**config.mk**
```make
export PLATFORM = sky130hd
export DESIGN_NAME = stffm_cell
export DESIGN_NICKNAME = d
export VERILOG_FILES = /design/src/sv/stffm_pkg.sv /design/src/sv/stffm_cell.sv
export SDC_FILE = /design/constraint.sdc
export NUM_CORES = 1
export LEC_CHECK = 0
export ABC_AREA = 1
export BUFFER_PORTS_ARGS = -buffer_cell sky130_fd_sc_hd__buf_4
export CORE_AREA = 2 2 151 153
export DETAILED_ROUTE_END_ITERATION = 7
export DIE_AREA = 0 0 153 155
export HOLD_SLACK_MARGIN = 0.12
export PLACE_DENSITY = 0.53
export SYNTH_ARGS = -nofsm -noshare
export SYNTH_HDL_FRONTEND = slang
export SYNTH_SLANG_ARGS = --single-unit
```
**constraint.sdc**
```tcl
create_clock -name clk_i -period 5.1 [get_ports clk_i]
set_input_delay 0.255 -clock clk_i [delete_from_list [all_inputs] [get_ports clk_i]]
set_output_delay 0.255 -clock clk_i [all_outputs]
set_load 0.01 [all_outputs]
```
**src/sv/stffm_pkg.sv**
```systemverilog
// ----------------------------------------------------------------------------
// stffm_pkg
// Shared types and constants for the slot table with first-free allocation
// and filtered match-and-remove.
// ----------------------------------------------------------------------------
package stffm_pkg;

  // Field widths fixed by the item format
  localparam int unsigned IdxW   = 7;
  localparam int unsigned CoordW = 32;
  localparam int unsigned KindW  = 8;
  localparam int unsigned AmtW   = 16;
  localparam int unsigned FuncW  = 2;

  // Operation codes; code 3 is unused and does nothing
  typedef enum logic [FuncW-1:0] {
    FUNC_INSERT = 2'd0,
    FUNC_REMOVE = 2'd1,
    FUNC_SCAN   = 2'd2
  } func_e;

  // Control sequencer states
  typedef enum logic {
    ST_IDLE,
    ST_PICK
  } state_e;

  // One operation as broadcast to every cell
  typedef struct packed {
    logic [FuncW-1:0]  func;
    logic [CoordW-1:0] x;
    logic [CoordW-1:0] y;
    logic              use_coord;
    logic [KindW-1:0]  kind;
    logic [AmtW-1:0]   amount;
    logic [IdxW-1:0]   start;
  } op_t;

  // Priority chain passed from cell to cell: claim marks that a lower slot
  // already won, the rest carries the winner's index and contents
  typedef struct packed {
    logic              claim;
    logic [IdxW-1:0]   idx;
    logic [CoordW-1:0] x;
    logic [CoordW-1:0] y;
    logic [KindW-1:0]  kind;
    logic [AmtW-1:0]   amount;
  } chain_t;

endpackage

```
**src/sv/stffm_cell.sv**
```systemverilog
// ----------------------------------------------------------------------------
// stffm_cell
// One table slot: stores an entry and its occupied bit, evaluates the
// broadcast operation against it, and takes part in the lowest-slot-wins
// priority chain.
// ----------------------------------------------------------------------------
module stffm_cell #(
  parameter int unsigned Idx = 0
) (
  input  logic                      clk_i,
  input  logic                      rst_ni,
  input  logic                      eval_en_i,
  input  stffm_pkg::op_t            eval_op_i,
  input  logic                      commit_en_i,
  input  stffm_pkg::op_t            commit_op_i,
  input  stffm_pkg::chain_t         chain_i,
  output stffm_pkg::chain_t         chain_o,
  output logic                      occ_o
);

  localparam logic [stffm_pkg::IdxW-1:0] MyIdx = Idx[stffm_pkg::IdxW-1:0];

  logic                          occ_q, occ_d;
  logic                          hit_q, hit_d;
  logic [stffm_pkg::CoordW-1:0]  x_q;
  logic [stffm_pkg::CoordW-1:0]  y_q;
  logic [stffm_pkg::KindW-1:0]   kind_q;
  logic [stffm_pkg::AmtW-1:0]    amount_q;
  logic                          kind_ok;
  logic                          coord_ok;
  logic                          sel;
  logic                          wr_en;

  // Per-slot match against the incoming operation
  always_comb begin
    kind_ok  = (eval_op_i.kind == '0) || (eval_op_i.kind == kind_q);
    coord_ok = !eval_op_i.use_coord ||
               ((eval_op_i.x == x_q) && (eval_op_i.y == y_q));
    unique case (stffm_pkg::func_e'(eval_op_i.func))
      stffm_pkg::FUNC_INSERT: hit_d = !occ_q;
      stffm_pkg::FUNC_REMOVE: hit_d = occ_q && kind_ok && coord_ok;
      stffm_pkg::FUNC_SCAN:   hit_d = occ_q && (eval_op_i.start <= MyIdx);
      default:                hit_d = 1'b0;
    endcase
  end

  // Priority chain: first hit from slot 0 upward wins
  assign sel = hit_q && !chain_i.claim;

  always_comb begin
    chain_o.claim  = chain_i.claim | hit_q;
    chain_o.idx    = chain_i.idx    | (sel ? MyIdx    : '0);
    chain_o.x      = chain_i.x      | (sel ? x_q      : '0);
    chain_o.y      = chain_i.y      | (sel ? y_q      : '0);
    chain_o.kind   = chain_i.kind   | (sel ? kind_q   : '0);
    chain_o.amount = chain_i.amount | (sel ? amount_q : '0);
  end

  // Commit: the winning slot is filled by insert or freed by remove
  always_comb begin
    occ_d = occ_q;
    wr_en = 1'b0;
    if (commit_en_i && sel) begin
      if (commit_op_i.func == stffm_pkg::FUNC_INSERT) begin
        occ_d = 1'b1;
        wr_en = 1'b1;
      end else if (commit_op_i.func == stffm_pkg::FUNC_REMOVE) begin
        occ_d = 1'b0;
      end
    end
  end

  always_ff @(posedge clk_i or negedge rst_ni) begin
    if (!rst_ni) begin
      occ_q <= 1'b0;
      hit_q <= 1'b0;
    end else begin
      occ_q <= occ_d;
      if (eval_en_i) begin
        hit_q <= hit_d;
      end
    end
  end

  // Entry payload, no reset
  always_ff @(posedge clk_i) begin
    if (wr_en) begin
      x_q      <= commit_op_i.x;
      y_q      <= commit_op_i.y;
      kind_q   <= commit_op_i.kind;
      amount_q <= commit_op_i.amount;
    end
  end

  assign occ_o = occ_q;

endmodule

```
==> flow_summary.toml <==
[timing]
finalSetupViolCount = 0
max_freq_mhz = 433
fin_setup_tns_ps = 0
rsz0062_at_grt = "false"
worstMarginPinSlew_ps = 1090
skew_ps = 7.01
hold_viol_final = 0
drv_slew = 0
fin_crit_ps = 2310
post-route-period-util_pct = 45.3
worst_slew_margin_rel_pct = 26.9

[power_and_ir_drop]
power.density_nw_per_um2 = 222
irDropWorstVdd_uv = 143
p_leak_nw = 4.71
clkPwrFrac_pct = 35.8
intPower_w = 0.00155
sw_frac_of_total_pct = 24.5
pwr-share-comb_pct = 23.4
switching_power_w = 0.000501
pwr-share-seq_pct = 40.8

[worst_setup_path]
crit_path_end_kind = "output port"
crit_fanout = 59
worstReg2RegEnd = "y_q[18]$_DFFE_PP_"
cp-start-kind = "flop"
r2r_cells = 6
path_class = "flop to output port"
r2r_setup_slack_ps = 2950
required_ps = 4850
critPathArrivalTime_ps = 2050
reg2reg_from = "hit_q$_DFFE_PN0P_"

[routing]
wirelength_mm = 18.0
vias = 5230
viasPerCell = 3.94
firstDrtPassIters = 4
drt_iter0_drc = 199
wire_per_inst_um = 13.6
drc = 0
antenna_left = 0

[layout]
drive_above_1_share_pct = 36.2
layout.nets = 1332
syn2layout_area_growth_pct = 82.9
layout.cells.non_filler = 1326
diodes = 0

[clock_tree]
cts_resized = 0
cts_max_level = 3
numCtsBuffers = 9
clk_latency_ps = 350
cts_root_buffer = "clkbuf_16"
cts_sinks = 90
post_cts_buffers = 0
cts_tree = "built"
clockBufferDepth = 2
path_clk_slew_ps = 70

[flow_run]
maxCapViolCount = 0

[logic_synthesis]
synth_common_cells = "nand2_1 (203), inv_1 (120), edfxtp_1 (88)"
synth_flop_cell = "edfxtp_1"
synth_area_um2 = 5040
synth-edff-count = 88
async_flop_share_pct = 2.22
syn_inst = 593
syn-mean-instance-area_um2 = 8.51
synth_cell_type_count = 21
yosysTopAreaCell = "edfxtp_1"
synth-seq-cells = 90
netlist.area_leader.share_pct = 52.4
synth_area_leaders = "edfxtp_1 (52%), nand2_1 (15%), inv_1 (8.9%), o21bai_1 (8.8%), a21o_1 (4.5%)"
synth_most_common_cell = "nand2_1"
yosysSeqAreaShare_pct = 53.4
ys_warn_count = 0
synth_nets = 889

[place]
hpwlAfterDp_mm = 14.4
gp_congestion = 0.802
placed_cells = 1219
portBuffers = 354

[floorplanning]
die_x_um = 153
start_util_pct = 22.7
die_y_um = 155
num_rows = 55
fp.dieArea_um2 = 23700
fp.coreArea_um2 = 22200
io_pins = 393

[grt]
grt_max_degree = 60
grt_pass1_wl_mm = 26.8
grt_pass1_vias = 5222
antenna_found_initial = 0
grt.total_usage_pct = 14.6
grt-ovfl-total = 0

[min_path]
worstHoldPathType = "primary input to async pin"

[run_status]
outcome = "complete, no violations"
[layer usage]
layer / routed length [um] / track usage, % / share of wire, % / vias up
li1: - / - / - / 2729
met1: 6810 / 15.8 / 38 / 2301
met2: 9810 / 28.1 / 54 / 184
met3: 1140 / 3.84 / 6.3 / 16
met4: 240 / 3.92 / 1.3 / 0
met5: 0 / 0 / 0 / -
[metrics by stage]
stage	utilization, %	power, W	setup slack, ps	hold slack (ps)	instance area (um2)
after detailed placement	36.0	0.00127	2920	41.7	8000
after floorplan	-	0.00102	70.7	-40.6	5040
after global placement	36.0	0.00127	2950	38.9	8000
final	41.5	0.00205	2790	226	9230
after CTS	41.5	0.00208	2730	208	9230
after global routing	41.5	0.00215	2570	201	9230
[cell families (layout without fill, tap and decap cells)]
logic type | Yosys count | after routing | synth area share [%]
AOI/OAI and AO/OA | 91 | 91 | 13.4
xor gates and xnor gates | 13 | 13 | 2.26
DFF | 90 | 90 | 53.4
buffers and inverters | 137 | 585 | 10.8
and+or+nand+nor | 262 | 262 | 20.1
[cell type report]
type                            instances  area [um2]
Fill cell                            2218       13000
Timing Repair Buffer                  448        3590
Sequential cell                        90        2690
Multi-Input combinational cell        366        1810
Inverter                              121         454
Tap cell                              285         357
Clock buffer                            9         225
Clock inverter                          7        92.6
[cells in the final DEF (no fill, tap or decap), types with 3 or more instances in the layout]
master / netlist / final
buf_4: 7 / 357
nand2_1: 203 / 203
inv_1: 120 / 120
dlygate4sd3_1: 0 / 91
edfxtp_1: 88 / 88
o21bai_1: 59 / 59
nor2_1: 46 / 45
a21o_1: 30 / 30
xor2_1: 10 / 10
clkbuf_16: 0 / 9
nor4_1: 4 / 4
or2_2: 3 / 3
xnor2_1: 3 / 3
[power groups by stage]
stage / sequential [W] / clock [W] / combinational, W
after floorplan: 0.000854 / 0 / 0.000169
after global placement: 0.000853 / 0 / 0.000416
after detailed placement: 0.000852 / 0 / 0.000422
after CTS: 0.000836 / 0.000764 / 0.000483
after global routing: 0.000838 / 0.000787 / 0.000522
final: 0.000836 / 0.000732 / 0.000479
[sequential cells by signal, indices dropped and copies added, names as in the netlist]
| signal | flops |
|---|---|
| y_q | 32 |
| kind_q | 8 |
| hit_q | 1 |
| occ_o | 1 |
| amount_q | 16 |
| x_q | 32 |
[critical path, cell delays in order, from the launching register on]
cell,delay [ps]
dfrtp_1,370
inv_1,80
nor2_2,40
inv_2,770
o21bai_1,200
buf_4,200
[worst max path at each step]
stage | startpoint | endpoint | slack [ps] | cells past startpoint
final | hit_q$_DFFE_PN0P_ | chain_o[52] | 2790 | 5
after global routing | hit_q$_DFFE_PN0P_ | chain_o[52] | 2570 | 5
after CTS | hit_q$_DFFE_PN0P_ | chain_o[52] | 2730 | 5
after detailed placement | chain_i[95] | y_q[9]$_DFFE_PP_ | 2920 | 6
after global placement | chain_i[95] | y_q[18]$_DFFE_PP_ | 2950 | 6
after floorplan | hit_q$_DFFE_PN0P_ | amount_q[0]$_DFFE_PP_ | 70 | 5
[timing repair]
item                       CTS  global route
hold endpoints to repair    92             0
hold buffers                91             0
setup endpoints to repair    0             0
(Power assumes the default switching activity.)
